$ cat src/design/sfcf_pkg.sv
// shared types, sizes and helpers for the spill/fill cached fifo
// no dependencies; every design file imports this package
`default_nettype none

package sfcf_pkg;

  localparam int QUEUE_DEPTH = 16;
  localparam int STORE_DEPTH = 1024;
  localparam int DATA_WIDTH  = 32;

  localparam int QAW = $clog2(QUEUE_DEPTH);
  localparam int QCW = $clog2(QUEUE_DEPTH + 1);
  localparam int SAW = $clog2(STORE_DEPTH);
  localparam int SCW = $clog2(STORE_DEPTH + 1);
  localparam int TW  = $clog2(2 * QUEUE_DEPTH + STORE_DEPTH + 1);

  typedef logic [DATA_WIDTH-1:0] word_t;

  typedef enum logic [1:0] {
    ST_OK    = 2'd0,
    ST_UNDER = 2'd1,
    ST_DROP  = 2'd2
  } status_t;

  // fill levels of the three stages
  typedef struct packed {
    logic [QCW-1:0] in_cnt;
    logic [QCW-1:0] out_cnt;
    logic [SCW-1:0] st_cnt;
  } lvl_t;

  // strobes from the sequencer to the datapath
  typedef struct packed {
    logic    accept;
    logic    in_push;
    logic    in_pop;
    logic    out_push;
    logic    out_pop;
    logic    st_push;
    logic    st_pop;
    logic    val_from_in;
    logic    val_from_out;
    status_t stat;
    logic    res_load;
  } ctl_t;

  function automatic word_t to_word(input logic [31:0] v);
    logic [63:0] z;
    z = {32'b0, v};
    return z[DATA_WIDTH-1:0];
  endfunction

  // sign-extend from the stored width, then keep 32 bits
  function automatic logic [31:0] to_out(input word_t w);
    logic signed [63:0] e;
    e = 64'(signed'(w));
    return e[31:0];
  endfunction

endpackage

`default_nettype wire

$ cat src/design/sfcf_seq.sv
// sequencer: decides each request and steps spill and refill one word a cycle
// depends on sfcf_pkg
`default_nettype none

module sfcf_seq import sfcf_pkg::*; (
  input  wire logic  clk,
  input  wire logic  rst,
  input  wire logic  in_valid,
  input  wire logic  kind,
  input  wire lvl_t  lvl,
  input  wire logic  res_free,
  output logic       in_stall,
  output ctl_t       ctl
);

  typedef enum logic [5:0] {
    S_IDLE   = 6'b000001,
    S_INS    = 6'b000010,
    S_SPILL  = 6'b000100,
    S_FILL   = 6'b001000,
    S_TAKE   = 6'b010000,
    S_FINISH = 6'b100000
  } state_t;

  state_t state;
  state_t state_next;
  logic   pending;
  logic   pending_next;
  logic   in_full;
  logic   no_room;
  logic   fill_more;

  assign in_full   = (lvl.in_cnt == QCW'(QUEUE_DEPTH));
  assign no_room   = (STORE_DEPTH - int'(lvl.st_cnt)) < QUEUE_DEPTH;
  // words already in the output queue plus the one arriving from the store
  assign fill_more = (lvl.st_cnt != '0) &&
                     (({1'b0, lvl.out_cnt} + (QCW + 1)'(pending)) <
                      (QCW + 1)'(QUEUE_DEPTH));

  assign in_stall = (state != S_IDLE);

  always_comb begin
    ctl          = '0;
    ctl.stat     = ST_OK;
    state_next   = state;
    pending_next = 1'b0;
    case (state)
      S_IDLE: begin
        if (in_valid) begin
          ctl.accept = 1'b1;
          if (!kind) begin
            if (in_full && no_room) begin
              ctl.stat   = ST_DROP;
              state_next = S_FINISH;
            end else if (in_full) begin
              state_next = S_SPILL;
            end else begin
              state_next = S_INS;
            end
          end else if (lvl.out_cnt != '0) begin
            ctl.out_pop      = 1'b1;
            ctl.val_from_out = 1'b1;
            state_next       = S_FINISH;
          end else if (lvl.st_cnt != '0) begin
            state_next = S_FILL;
          end else if (lvl.in_cnt != '0) begin
            ctl.in_pop      = 1'b1;
            ctl.val_from_in = 1'b1;
            state_next      = S_FINISH;
          end else begin
            ctl.stat   = ST_UNDER;
            state_next = S_FINISH;
          end
        end
      end
      S_INS: begin
        ctl.in_push = 1'b1;
        state_next  = S_FINISH;
      end
      S_SPILL: begin
        if (lvl.in_cnt != '0) begin
          ctl.in_pop  = 1'b1;
          ctl.st_push = 1'b1;
        end else begin
          state_next = S_INS;
        end
      end
      S_FILL: begin
        ctl.out_push = pending;
        ctl.st_pop   = fill_more;
        pending_next = fill_more;
        if (!fill_more && !pending) begin
          state_next = S_TAKE;
        end
      end
      S_TAKE: begin
        ctl.out_pop      = 1'b1;
        ctl.val_from_out = 1'b1;
        state_next       = S_FINISH;
      end
      S_FINISH: begin
        if (res_free) begin
          ctl.res_load = 1'b1;
          state_next   = S_IDLE;
        end
      end
      default: begin
        state_next = S_IDLE;
      end
    endcase
  end

  always_ff @(posedge clk) begin
    if (rst) begin
      state   <= S_IDLE;
      pending <= 1'b0;
    end else begin
      state   <= state_next;
      pending <= pending_next;
    end
  end

endmodule

`default_nettype wire

$ cat config.mk
export PLATFORM = sky130hd
export DESIGN_NAME = sfcf_seq
export DESIGN_NICKNAME = d
export VERILOG_FILES = /design/src/design/sfcf_pkg.sv /design/src/design/sfcf_seq.sv
export SDC_FILE = /design/constraint.sdc
export NUM_CORES = 1
export LEC_CHECK = 0
export BUFFER_PORTS_ARGS = -buffer_cell sky130_fd_sc_hd__buf_2
export CAP_MARGIN = 10
export CORE_MARGIN = 2
export CORE_UTILIZATION = 42
export DETAILED_ROUTE_END_ITERATION = 8
export PLACE_DENSITY = 0.8
export SLEW_MARGIN = 20
export SYNTH_ARGS = -nofsm -noshare
export SYNTH_HDL_FRONTEND = slang
export SYNTH_SLANG_ARGS = --single-unit
$ cat constraint.sdc
create_clock -name clk -period 2.6 [get_ports clk]
set_input_delay 0.39 -clock clk [delete_from_list [all_inputs] [get_ports clk]]
set_output_delay 0.39 -clock clk [all_outputs]
set_load 0.05 [all_outputs]
==> out/results.ini <==
[outcome]
status=completed

[critical_path]
setup.worst_path.class=register to output pin
regToRegStartpoint=state[0]
critical_path_required_ns=2.21
setup.worst_path.end=ctl[5]
worst-r2r-setup-slack_ns=0.55
setup.worst_path.end_class=output pin
critPathMaxStageDelay_ns=0.58
critPathMaxFanout=11
critPathLaunchType=register
critical_path_source=state[0]
sequence_of_cells_on_the_critical_path=or4_4 -> nor3b_2 -> nand3b_1 -> inv_1 -> buf_2
r2r_endpoint=state[0]
timing.critical_path.slowest_stage_cell=sky130_fd_sc_hd__or4_4
ff2ff_path_depth=6
critical_path_arrival_ns=2.05

[synth]
synth-simple-area-share=0.465
synth_top_family_by_area=simple AND/OR/NAND/NOR gates
synth_compound_area_frac=0.167
ys_types=40
synth_adder_area_share=0
yosys.area_share.xor_xnor=0.0390
synth.cell_area_um2=673
yosys.area.top_type_share=0.208
synth_cells=87
synthTopCellsByArea=sky130_fd_sc_hd__dfxtp_1 21%, sky130_fd_sc_hd__nor4_1 4.6%, sky130_fd_sc_hd__nor4b_1 3.9%, sky130_fd_sc_hd__inv_1 3.3%, sky130_fd_sc_hd__nand2_1 3.3%
synth_area_per_cell_um2=7.74
syn_nets=113
yosysTopAreaCell=sky130_fd_sc_hd__dfxtp_1
synth_seq_area_share=0.208
synthMuxAreaShare=0.0297
synth.yosys.warnings=0
yosys_register_bits=7

[place]
gp_routability_congestion=0.778
hpwlAfterDp_mm=1.46
port_buffers=38
pre_cts_slack_ns=0.337

[clocking]
cts.htree.levels=1
clockBufferDepth=2
clock-sinks=7
cts_made_buffers=3
insertion_delay_of_the_later_clocked_pin_in_the_worst_skew_pair_ns=0.25
cts-root-buf=sky130_fd_sc_hd__clkbuf_4
clkTransAtPathRegs_ns=0.06
tritoncts=yes

[sta]
timing.hold.ws_ns=0.446
unrepaired_setup_endpoints_after_global_routing=false
setup_viol=0
final_hold_viols=0
fin_setup_tns_ns=0
max_freq_mhz=409
max_slew_margin=0.684
min_period_over_period=0.940
timing_worst_slew_pin_value_ns=0.470
timing_max_transition_violations_final=0
setup_slack_ns=0.157
final.setup_skew_ns=0.00812
final_period_minus_worst_setup_slack_ns=2.44

[min_path]
holdCritPathClass=input pin to register

[drt]
drt-vias-per-instance=5.86
drt_wl_total_mm=1.78
drc=0
first_pass_iters=4
ant_nets=0
routed_wire_length_per_instance_um=12.7
detailedRoute.firstIterationViolations=18
vias=821

[layout]
final_common_cell=sky130_fd_sc_hd__buf_2
multiInputGateArea_um2=494
antenna-diode-count=0
regArea_um2=140
fin_nets=151
most_frequent_cells_in_the_layout=37 x sky130_fd_sc_hd__buf_2, 7 x sky130_fd_sc_hd__dfxtp_1, 6 x sky130_fd_sc_hd__inv_1, 6 x sky130_fd_sc_hd__nand2_1, 6 x sky130_fd_sc_hd__nor2_1
drive_gt1_frac=0.419
n_fill_cell=145
syn_to_final_growth_pct=34.2

[grt]
antenna_found_initial=0
grt_first_pass_wirelength_mm=2.85
gr-total-overflow=0
global_route.usage.total=0.193
grt_start_max_net_pins=12
vias_in_the_first_global_route=721

[floorplan]
floorplan.die.height_um=44.0
initial_cell_density_of_the_core=0.447
chipWidth_um=44.0
core_area_um2=1510
die-area_um2=1940
io-pin-count=39
row_count=14

[pwr]
cellLeakagePower_nw=0.427
power.density_nw_per_um2=653
peakVddDrop_v=0.000372

[run]
maxCapViolations=0

## cells by family (layout without fill, tap and decap cells)
logic type                count (synthesis)  after routing
muxes                                     2              2
and+or+nand+nor                          47             47
xor gates and xnor gates                  3              3
buffers and inverters                    12             49
AOI/OAI and AO/OA                        16             16
DFF                                       7              7
## critical path, delay by kind of cell (launching register included)
| kind | cells | cell delay, ns |
|---|---|---|
| buf+inv | 2 | 0.33 |
| flops | 1 | 0.41 |
| simple gates | 3 | 1.05 |
## power by group
| group | internal [mW] | leakage, nW | switching, mW | total (mW) |
|---|---|---|---|---|
| clock | 0.0585 | 0.0150 | 0.0398 | 0.0984 |
| sequential | 0.123 | 0.0570 | 0.0381 | 0.161 |
| combinational | 0.123 | 0.355 | 0.207 | 0.331 |
## repair_timing
| action | 4_1_cts | 5_1_grt |
|---|---|---|
| resized for setup | 0 | 2 |
| setup buffers | 0 | 1 |
| endpoints found under the setup margin | 0 | 2 |
| hold buffers | 0 | 0 |
## through the flow
stage	util	instances	instance area, µm²	power [mW]
after floorplan	-	87	694	0.419
after global placement	0.575	135	866	0.480
after detailed placement	0.575	135	866	0.491
after CTS	0.592	139	892	0.592
after global routing	0.600	140	903	0.639
final	0.600	140	903	0.590
## worst min path at each step
stage,start,endpoint,slack (ns),cells past startpoint
global route,rst,pending,0.44,2
finish,rst,pending,0.45,2
global placement,state[3],state[3],0.57,2
floorplan,state[3],state[3],0.53,2
CTS,rst,pending,0.44,2
detailed placement,state[3],state[3],0.59,2
## routing by layer
| layer | vias up | share of wire | GRT usage |
|---|---|---|---|
| li1 | 414 | - | - |
| met1 | 370 | 0.45 | 0.251 |
| met2 | 33 | 0.48 | 0.315 |
| met3 | 4 | 0.055 | 0.0286 |
| met4 | 0 | 0.017 | 0.0909 |
| met5 | - | 0 | 0 |
## flip-flops by register name (all words and copies together), names as in the netlist
name and cells:
state 6, pending 1
## synthesized netlist by cell type, drive strengths merged
| master | number |
|---|---|
| a31oi | 1 |
| or4b | 1 |
| xor2 | 2 |
| o22ai | 1 |
| nand3 | 1 |
| o31ai | 2 |
| nand2 | 6 |
| nor4b | 3 |
| and2 | 1 |
| and3 | 2 |
| nand2b | 2 |
| inv | 6 |
| a22oi | 1 |
| nor4 | 5 |
| or2 | 1 |
| o32ai | 2 |
| nor3b | 3 |
| or3 | 1 |
| dfxtp | 7 |
| xnor2 | 1 |
| or4 | 4 |
| buf | 4 |
| o21ai | 4 |
| nand3b | 3 |
| nor2b | 1 |
| o21a | 1 |
| nand4 | 3 |
| a311oi | 1 |
| nor3 | 3 |
| nor2 | 6 |
| clkbuf | 2 |
| mux2i | 2 |
| a211oi | 2 |
| a2111oi | 1 |
| and3b | 1 |
## area by class of cell
class | count | share of cell area
tap | 16 | 0.0222
clock buffer | 4 | 0.0291
multi-input combinational | 68 | 0.547
inverter | 6 | 0.0249
timing repair buffer | 39 | 0.222
sequential | 7 | 0.155
(Power assumes the default switching activity.)
