### config.mk
export PLATFORM = sky130hd
export DESIGN_NAME = sfcf_queue
export DESIGN_NICKNAME = d
export VERILOG_FILES = /design/src/design/sfcf_pkg.sv /design/src/design/sfcf_queue.sv
export SDC_FILE = /design/constraint.sdc
export NUM_CORES = 1
export LEC_CHECK = 0
export CORE_AREA = 3 3 244 246
export CTS_BUF_LIST = sky130_fd_sc_hd__clkbuf_8
export CTS_CLUSTER_DIAMETER = 80
export DETAILED_ROUTE_END_ITERATION = 16
export DIE_AREA = 0 0 247 249
export DONT_BUFFER_PORTS = 1
export GPL_TIMING_DRIVEN = 0
export PLACE_DENSITY = 0.51
export SETUP_SLACK_MARGIN = 0.1
export SLEW_MARGIN = 20
export SYNTH_ARGS = -nofsm -noshare
export SYNTH_HDL_FRONTEND = slang
export SYNTH_SLANG_ARGS = --single-unit
### constraint.sdc
create_clock -name clk -period 5.05 [get_ports clk]
set_input_delay 1.2625 -clock clk [delete_from_list [all_inputs] [get_ports clk]]
set_output_delay 1.2625 -clock clk [all_outputs]
set_load 0.01 [all_outputs]
### src/design/sfcf_pkg.sv
// shared types, sizes and helpers for the spill/fill cached fifo
// no dependencies; every design file imports this package
`default_nettype none

package sfcf_pkg;

  localparam int QUEUE_DEPTH = 16;
  localparam int STORE_DEPTH = 1024;
  localparam int DATA_WIDTH  = 32;

  localparam int QAW = $clog2(QUEUE_DEPTH);
  localparam int QCW = $clog2(QUEUE_DEPTH + 1);
  localparam int SAW = $clog2(STORE_DEPTH);
  localparam int SCW = $clog2(STORE_DEPTH + 1);
  localparam int TW  = $clog2(2 * QUEUE_DEPTH + STORE_DEPTH + 1);

  typedef logic [DATA_WIDTH-1:0] word_t;

  typedef enum logic [1:0] {
    ST_OK    = 2'd0,
    ST_UNDER = 2'd1,
    ST_DROP  = 2'd2
  } status_t;

  // fill levels of the three stages
  typedef struct packed {
    logic [QCW-1:0] in_cnt;
    logic [QCW-1:0] out_cnt;
    logic [SCW-1:0] st_cnt;
  } lvl_t;

  // strobes from the sequencer to the datapath
  typedef struct packed {
    logic    accept;
    logic    in_push;
    logic    in_pop;
    logic    out_push;
    logic    out_pop;
    logic    st_push;
    logic    st_pop;
    logic    val_from_in;
    logic    val_from_out;
    status_t stat;
    logic    res_load;
  } ctl_t;

  function automatic word_t to_word(input logic [31:0] v);
    logic [63:0] z;
    z = {32'b0, v};
    return z[DATA_WIDTH-1:0];
  endfunction

  // sign-extend from the stored width, then keep 32 bits
  function automatic logic [31:0] to_out(input word_t w);
    logic signed [63:0] e;
    e = 64'(signed'(w));
    return e[31:0];
  endfunction

endpackage

`default_nettype wire

### src/design/sfcf_queue.sv
// small ring queue of QUEUE_DEPTH words with read, write and count
// depends on sfcf_pkg
`default_nettype none

module sfcf_queue import sfcf_pkg::*; (
  input  wire logic           clk,
  input  wire logic           rst,
  input  wire logic           push,
  input  wire word_t          push_data,
  input  wire logic           pop,
  output word_t               rd_data,
  output logic [QCW-1:0]      count
);

  word_t          mem [QUEUE_DEPTH];
  logic [QAW-1:0] rd;
  logic [QAW-1:0] wr;

  function automatic logic [QAW-1:0] adv(input logic [QAW-1:0] p);
    return (p == QAW'(QUEUE_DEPTH - 1)) ? '0 : p + 1'b1;
  endfunction

  always_ff @(posedge clk) begin
    if (push) begin
      mem[wr] <= push_data;
    end
  end

  assign rd_data = mem[rd];

  always_ff @(posedge clk) begin
    if (rst) begin
      rd    <= '0;
      wr    <= '0;
      count <= '0;
    end else begin
      if (push) wr <= adv(wr);
      if (pop) rd <= adv(rd);
      if (push && !pop) count <= count + 1'b1;
      else if (pop && !push) count <= count - 1'b1;
    end
  end

endmodule

`default_nettype wire

==> flow_results.org, run 1 <==
** Status
- The flow ran to the end, and the final reports show no timing, DRC or antenna violations.

** GRT
- Maximum number of pins on one net before global-route repair :: 33
- The first global-routing pass estimated 67.2 mm of wire.
- Across every metal layer, demand over resource in global routing totals 15.1%.
- Overflow left after global routing :: 0
- The initial antenna violation count is 0.
- The number of global-route vias before repair is 9913.

** STA
- Hold violation total from the final report :: 0
- For the pin with the worst max-slew slack, the measured transition is 947 ps.
- Setup violations remaining at the end of the flow were counted as 0.
- Final setup TNS :: 0 ps
- Between clock sinks in the finished design, the worst skew comes to 23.3 ps.
- Crit share post-route :: 82.7%
- Max Transition Viols Final :: 0
- Derived from the worst setup path, the maximum achievable clock frequency is 0.239 GHz.
- In this run the tightest slew margin relative to its limit is 36.9%.
- Setup repair after global routing missed its margin :: false
- Worst Slack Setup Final :: 874 ps
- The clock period could shrink to 4180 ps.

** Floorplanning
- The floorplan step defined a die boundary enclosing 0.0615 mm^2.
- Once the floorplan was initialized, standard cells occupied 34.8% of the core.
- In this run the count of I/O pins placed on the die edge is 73.
- Total core area :: 0.0576 mm^2
- Measured along the y axis, the die boundary spans 249 um.
- X dimension of the die :: 247 um
- Standard-cell rows :: 88

** Route
- In the routed layout, each cell is associated on average with a via count of 5.04.
- Number of design-rule violations left by the first detailed-router iteration :: 836
- The first detailed-routing pass ran for 5 iterations.
- The final layout contains routed wiring with a total length of 45.4 mm.
- DRC errors left :: 0
- For this block, the via count after detailed routing is 9171.
- In the final routed layout, each cell accounts on average for 25.0 um.
- Once detail routing completed, the nets flagged for antenna violations numbered 0.

** Power
- Summed over all cells, the static leakage comes to 7.12 nW.
- Largest vdd supply drop :: 0.000165 V
- Of the total power, the share spent switching nets is 22.4%.
- Internal power comes to 6.72 mW.
- Registers are responsible for 56.5% of the overall power.
- Of the total power, combinational logic draws 5.1%.
- Pwr Density :: 383 mW/mm^2
- NetSw :: 1.94 mW
- Clock power share :: 38.4%

** Setup path
- The endpoint identified for the worst register-to-register timing path is count[4]$_SDFFE_PP0P_.
- The cell family contributing the most delay on the critical path is buffers and inverters.
- The critical path goes through buf_2 -> buf_1 -> mux4_2 -> a22oi_1 -> nand2_1.
- In this run the worst path has a maximum fanout of 10.
- The critical path contains buffers and inverters numbering 2 combined.
- The largest individual stage delay along the critical path comes from the cell sky130_fd_sc_hd__buf_1.
- Data on the critical path is required at its endpoint by 3790 ps.
- The worst setup path is launched from a flip-flop.
- Kind of end point of the critical path :: primary output
- Across all register-to-register paths, the minimum setup slack is 3050 ps.
- R2R depth :: 6
- In this run the critical register-to-register path is launched from count[0]$_SDFFE_PP0P_.
- Critical path arrival :: 2910 ps
- Stage delay of the slowest cell on the critical path :: 720 ps
- Critical Setup Path Class :: flip-flop to primary output

** Synth
- The synthesized netlist occupies a cell area of 0.0200 mm^2.
- Count of flip-flops with a built-in enable after synthesis :: 512
- In the synthesized netlist the async set-or-reset flop fraction comes to 0%.
- Mean instance size in the synthesized netlist :: 22.4 um^2
- Cell types with the largest area share after synthesis :: sky130_fd_sc_hd__edfxtp_1 (77%), sky130_fd_sc_hd__mux4_2 (14%), sky130_fd_sc_hd__a22oi_1 (2.4%)
- Of all cell types, the one taking the most synthesized area is sky130_fd_sc_hd__edfxtp_1.
- Number of register bits inferred by synthesis :: 529
- Register area share after synthesis :: 78.5%
- Synthesis handed over a netlist of 893 instances.
- The most common cell in the synthesized netlist is sky130_fd_sc_hd__edfxtp_1.
- Ranked by instance count, the synthesized netlist is headed by sky130_fd_sc_hd__edfxtp_1 (512), sky130_fd_sc_hd__mux4_2 (128), sky130_fd_sc_hd__a22oi_1 (64), sky130_fd_sc_hd__nand2_1 (39), sky130_fd_sc_hd__clkbuf_1 (20).
- Net Count, Synth :: 939
- Primary FF master, synth :: sky130_fd_sc_hd__edfxtp_1
- In this run the biggest area consumer among cell types represents 76.8% of the synthesized area.
- Unique masters post-synth :: 30
- YS warnings :: 0

** Final layout
- Cells fill 39.3% of the core in the end.
- The number of antenna diodes in the final layout is 0.
- Area growth, synth to finish :: 13.1%
- Filler cell count in the final layout :: 5133
- Post-route cell area :: 0.0226 mm^2
- The final layout contains 1034 nets.
- Share of cells above drive strength 1 :: 25.6%

** Placed design
- After detailed placement, the total cell area comes to 0.0211 mm^2.
- Port buffer count :: 0
- HPWL after DPL :: 25.4 mm
- Prior to clock tree synthesis, the placed netlist has a worst setup slack of 1500 ps.
- RD Place Congestion :: 0.681

** Clock network
- Once the clock tree was built, the setup fixing pass inserted 0 buffers.
- In this run the deepest clock path goes through 3 buffers.
- Hold buffer count at CTS :: 0
- Clock insertion delay at the later pin of the skew report :: 650 ps
- Clock input transition at the sequential cells of the worst setup and hold paths :: 60 ps
- The clock net in this run drives a total of 529 sinks.
- Clock buffers created by TritonCTS :: 88
- H-tree levels :: 3
- TritonCTS built the clock tree.
- Clock tree synthesis selected as its root buffer the cell sky130_fd_sc_hd__clkbuf_8.
- Post_cts resized :: 0

** Min path
- Hold WC Path Type :: flip-flop to flip-flop
- The worst hold path terminates at rd[3]$_SDFFE_PP0P_.
- The worst hold path was traced through 2 stages.
- In this run the most critical hold path is launched from rd[3]$_SDFFE_PP0P_.

** Job
- Max-cap violations in this run came to 0.
[metrics by stage]
step                      std cells  hold WS (ps)  power, mW
after global placement         1658           509       5.44
after CTS                      1820           524       8.80
final                          1820           528       8.66
after detailed placement       1663           506       5.45
after global routing           1820           569       9.05
after floorplan                 893           472       5.31
[registers in the layout, indices dropped and copies added (netlist names), named ones only]
signal and cells:
count 5, mem 512, rd 4, wr 4
[layer usage]
metal,global-route usage (%),part of all wire [%],wire (um)
met1,20.8,44,20000
met2,23.2,47,21400
met5,0,0,0
met3,4.10,6.6,3010
met4,5.10,2.3,1040
[layout by cell type (no fill, tap or decap), types with 2 or more instances in the layout]
| master | count |
|---|---|
| sky130_fd_sc_hd__edfxtp_1 | 512 |
| sky130_fd_sc_hd__mux4_2 | 128 |
| sky130_fd_sc_hd__clkbuf_8 | 90 |
| sky130_fd_sc_hd__a22oi_1 | 64 |
| sky130_fd_sc_hd__inv_1 | 41 |
| sky130_fd_sc_hd__nand2_1 | 39 |
| sky130_fd_sc_hd__clkbuf_1 | 20 |
| sky130_fd_sc_hd__clkinv_1 | 20 |
| sky130_fd_sc_hd__nor2_1 | 19 |
| sky130_fd_sc_hd__dfxtp_1 | 17 |
| sky130_fd_sc_hd__and2_4 | 11 |
| sky130_fd_sc_hd__buf_4 | 9 |
| sky130_fd_sc_hd__buf_1 | 9 |
| sky130_fd_sc_hd__ha_1 | 9 |
| sky130_fd_sc_hd__buf_2 | 8 |
| sky130_fd_sc_hd__a21oi_1 | 8 |
| sky130_fd_sc_hd__clkinv_2 | 6 |
| sky130_fd_sc_hd__and2_2 | 5 |
| sky130_fd_sc_hd__buf_12 | 5 |
| sky130_fd_sc_hd__xor2_1 | 4 |
| sky130_fd_sc_hd__mux2i_1 | 4 |
| sky130_fd_sc_hd__nor2b_1 | 3 |
| sky130_fd_sc_hd__inv_6 | 3 |
| sky130_fd_sc_hd__nand3_1 | 2 |
| sky130_fd_sc_hd__mux2_2 | 2 |
| sky130_fd_sc_hd__or3_1 | 2 |
| sky130_fd_sc_hd__o21ai_0 | 2 |
| sky130_fd_sc_hd__clkinvlp_4 | 2 |
[cell families after synthesis]
kind of cell	count (synthesis)	synth area share, %
flops	529	78.5
mux	134	14.7
simple gates	88	2.05
compound gates	76	2.72
buf+inv	52	1.19
fa+ha+maj	10	0.662
xor+xnor	4	0.175
[power by group through the flow]
| stage | registers (mW) | clock network (mW) | logic [mW] |
|---|---|---|---|
| finish | 4.90 | 3.32 | 0.444 |
| global route | 4.90 | 3.66 | 0.488 |
| CTS | 4.90 | 3.44 | 0.459 |
| detailed placement | 4.99 | 0 | 0.459 |
| global placement | 4.99 | 0 | 0.454 |
| floorplan | 4.98 | 0 | 0.332 |
[final cells by class]
type / instances / area [um^2] / area share, %
buffer: 46 / 216 / 0.956
clock buffer: 90 / 1240 / 5.47
tap: 765 / 957 / 4.23
clock inverter: 67 / 289 / 1.28
multi-input combinational: 312 / 4100 / 18.1
timing repair buffer: 5 / 100 / 0.442
inverter: 6 / 22.5 / 0.0995
sequential: 529 / 15700 / 69.4
[worst max path at each step]
stage,to,startpoint,slack (ps),cells past startpoint
after floorplan,mem[0][0]$_DFFE_PP_,push,2060,3
after global placement,mem[1][19]$_DFFE_PP_,push,940,3
after detailed placement,rd_data[16],flip-flop,1500,5
after CTS,rd_data[16],flip-flop,740,5
after global routing,rd_data[5],flip-flop,720,5
final,rd_data[16],flip-flop,870,5
[worst register-to-register path, delay by kind of cell, from the launching register on]
kind,cells,cell delay [ps]
multiplexers,2,570
flip-flops,1,450
adder cells (fa/ha/maj),1,450
AO/OA/AOI/OAI,1,170
AND/OR/NAND/NOR,1,160
buffers and inverters,1,100
Note: power is estimated with default switching activity, not from simulation.
==> run 2: changes to the inputs <==
--- a/config.mk
+++ b/config.mk
@@ -12,7 +12,7 @@
 export DIE_AREA = 0 0 247 249
 export DONT_BUFFER_PORTS = 1
 export GPL_TIMING_DRIVEN = 0
-export PLACE_DENSITY = 0.51
+export PLACE_DENSITY = 0.52
 export SETUP_SLACK_MARGIN = 0.1
 export SLEW_MARGIN = 20
 export SYNTH_ARGS = -nofsm -noshare
==> constraint.sdc (replaced) <==
create_clock -name clk -period 3.4 [get_ports clk]
set_input_delay 0.85 -clock clk [delete_from_list [all_inputs] [get_ports clk]]
set_output_delay 0.85 -clock clk [all_outputs]
set_load 0.01 [all_outputs]
==> run 2 against run 1 <==
  * Hold slack got worse by 250 ps
  * Via count down 0.43%
  * Critical endpoint is now rd_data[28]
  * Highest routed layer unchanged
  * Clock-buffer cell count increased by 1
  * Core utilization is 0.49 points higher
  * Flip-flop and latch count stayed put
  * Worst setup slack got worse by 660 ps
  * Combinational power is 58% higher
  * Sequential share of layout area shrank 0.85 points
  * Non-clock buffer count down 1
  * First-iteration DRC count is 14% lower
==> flow_results.org, run 2 (synthesized netlist as in run 1, its figures left out) <==
** STA
- After layout, the worst path uses 93.7% of the clock period.
- The number of failing setup endpoints in the final timing report was 0 (unchanged).
- Layout Skew :: 22.9 ps (was 23.3 ps)
- Final-layout worst hold slack :: 283 ps (was 528 ps)
- Slew at the pin closest to its max-slew limit :: 684 ps (was 947 ps)
- Shortest period the worst path allows :: 3190 ps
- The setup total negative slack is 0 ps (unchanged).
- Hold violation total from the final report :: 0 (unchanged)
- Max Transition Viols Final :: 0 (unchanged)
- Setup repair after global routing missed its margin :: false (unchanged)
- Upper clock frequency limit :: 0.314 GHz
- The final setup slack of the worst path was 215 ps (was 874 ps).
- Tightest slew margin relative to the limit :: 54.4% (was 36.9%)

** Route
- The final wirelength was 45.9 mm (was 45.4 mm).
- The number of iterations in the first detailed-routing pass was 5 (unchanged).
- Total via count in the routed design :: 9132 (was 9171)
- ANT nets after route :: 0 (unchanged)
- Number of design-rule violations left by the first detailed-router iteration :: 716 (was 836)
- DRC errors left :: 0 (unchanged)
- The average detailed-routed wire length per instance was 25.2 um (was 25.0 um).
- Per-cell via count in the routed design :: 5.03 (was 5.04)

** Power
- The worst-case vdd ir drop was 0.000249 V (was 0.000165 V).
- The sequential fraction of design power was 56.4% (was 56.5%).
- Pwr Density :: 563 mW/mm^2 (was 383 mW/mm^2)
- Logic pwr share :: 5.4% (was 5.1%)
- The clock share of power is 38.2% (was 38.4%).
- Internal power :: 10.0 mW (was 6.72 mW)
- The net switching power came to 2.88 mW (was 1.94 mW).
- Final Total Pwr :: 12.9 mW (was 8.66 mW)
- Leak pwr :: 7.26 nW (was 7.12 nW)
- Share of total power consumed by net switching :: 22.3% (was 22.4%)

** Setup path
- The largest fanout of any net on the critical path is 10 (unchanged).
- The data arrival time of the critical path was 2340 ps (was 2910 ps).
- The worst endpoint required time came to 2550 ps (was 3790 ps).
- The critical setup path kind is flip-flop to primary output (unchanged).
- Kind of end point of the critical path :: primary output (unchanged)
- The critical path startpoint category is a flip-flop (unchanged).

** Floorplanning
- The effective utilization at floorplan is 34.8% (unchanged).
- The site row count is 88 (unchanged).
- The full die area is 0.0615 mm^2 (unchanged).
- Total core area :: 0.0576 mm^2 (unchanged)
- I/O pins :: 73 (unchanged)
- Vertical die dimension :: 249 um (unchanged)
- X dimension of the die :: 247 um (unchanged)

** Clock network
- The cell chosen for the clock root was sky130_fd_sc_hd__clkbuf_8 (unchanged).
- The number of levels in the clock H-tree came to 3 (unchanged).
- Clock buffers created by TritonCTS :: 90 (was 88)
- The later-pin clock latency in the skew report is 660 ps (was 650 ps).
- Hold buffer count at CTS :: 0 (unchanged)
- The clock sink count came to 529 (unchanged).
- The largest buffer count on any clock path was 3 (unchanged).
- CTS tree :: built (unchanged)
- Clock input transition at the sequential cells of the worst setup and hold paths :: 50 ps (was 60 ps)

** Min path
- Hold WC Path Type :: input pin to flip-flop (was flip-flop to flip-flop)

** Placed design
- RD Place Congestion :: 0.684 (was 0.681)
- The post-DP HPWL came to 25.1 mm (was 25.4 mm).
- Placed instance area :: 0.0211 mm^2 (about the same)
- Post-Place Cells :: 1662 (was 1663)
- The port buffer count is 0 (unchanged).
- Pre-CTS worst setup slack :: 202 ps (was 1500 ps)

** Final layout
- The post-synthesis to final-layout area growth came to 14.5% (was 13.1%).
- Total Nets Final :: 1035 (was 1034)
- Final core utilization :: 39.8% (was 39.3%)
- Share of cells above drive strength 1 :: 29.7% (was 25.6%)
- Count of non-filler cells in the finished layout :: 1817 (was 1820)
- The flip-flop count of the largest register after layout is 512 (unchanged).
- The final cell area excluding filler cells came to 0.0229 mm^2 (was 0.0226 mm^2).
- Commonest cells after routing, fill and taps aside :: sky130_fd_sc_hd__edfxtp_1 (512), sky130_fd_sc_hd__mux4_2 (128), sky130_fd_sc_hd__clkbuf_8 (91), sky130_fd_sc_hd__a22oi_1 (53), sky130_fd_sc_hd__inv_1 (45) (was sky130_fd_sc_hd__edfxtp_1 (512), sky130_fd_sc_hd__mux4_2 (128), sky130_fd_sc_hd__clkbuf_8 (90), sky130_fd_sc_hd__a22oi_1 (64), sky130_fd_sc_hd__inv_1 (41))
- The number of inserted diodes came to 0 (unchanged).
- Largest registers: mem (512), count (5) (unchanged).
- The register with the most flip-flops is mem (unchanged).
- The commonest non-fill, non-tap cell in the layout was sky130_fd_sc_hd__edfxtp_1 (unchanged).

** GRT
- Global routing usage summed across all routing layers :: 15.2% (was 15.1%)
- First-pass GRT wire length :: 67.0 mm (was 67.2 mm)
- The pin count of the biggest net entering global routing was 33 (unchanged).
- The overflow left after global routing is 0 (unchanged).
- The number of global-route vias before repair was 9864 (was 9913).
- The initial antenna violation count was 0 (unchanged).

** Status
- Status :: finished, final reports clean (unchanged)

** Job
- Maximum capacitance violations :: 0 (unchanged)
run 2: area by class of cell:
type	count	area (um^2)
Buffer	46	424
Multi-Input combinational cell	312	4180
Sequential cell	529	15700
Tap cell	765	957
Fill cell	5107	34700
Timing Repair Buffer	4	110
Clock buffer	91	1250
Clock inverter	64	267
Inverter	6	22.5
run 2: final timing paths:
| kind | start | to | slack (ps) | cells after the start |
|---|---|---|---|---|
| setup / recovery | flip-flop | rd_data[28] | 210 | 5 |
| hold / removal | rst | wr[3]$_SDFFE_PP0P_ | 280 | 1 |
| setup reg to reg | count[0]$_SDFFE_PP0P_ | count[4]$_SDFFE_PP0P_ | 1390 | 6 |
| hold reg to reg | rd[3]$_SDFFE_PP0P_ | rd[3]$_SDFFE_PP0P_ | 520 | 2 |
run 2: worst max-delay path, cell delays in order (launching register included):
cell and delay [ps]:
sky130_fd_sc_hd__dfxtp_2 370, sky130_fd_sc_hd__buf_12 190, sky130_fd_sc_hd__buf_12 180, sky130_fd_sc_hd__mux4_2 520
sky130_fd_sc_hd__a22oi_1 260, sky130_fd_sc_hd__nand2_2 170
run 2: power groups by stage:
stage | registers [mW] | logic [mW] | clock network, mW
4_1_cts | 7.27 | 0.712 | 5.08
3_5_place_dp | 7.41 | 0.677 | 0
5_1_grt | 7.28 | 0.764 | 5.36
6_report | 7.27 | 0.701 | 4.93
2_1_floorplan | 7.40 | 0.494 | 0
3_3_place_gp | 7.41 | 0.668 | 0
run 2: layer usage:
| layer | vias to the layer above | wire (um) | part of all wire [%] | track usage (%) |
|---|---|---|---|---|
| met1 | 4852 | 20300 | 44 | 20.8 |
| met2 | 246 | 21800 | 48 | 23.6 |
| li1 | 3961 | - | - | - |
| met5 | - | 0 | 0 | 0 |
| met3 | 73 | 2920 | 6.4 | 4.57 |
| met4 | 0 | 799 | 1.7 | 4.08 |
run 2: timing repair:
action / 4_1_cts / 5_1_grt
setup buffers: 0 / 0
endpoints found under the setup margin: 32 / 31
resized for setup: 86 / 18
pin swaps: 2 / 2
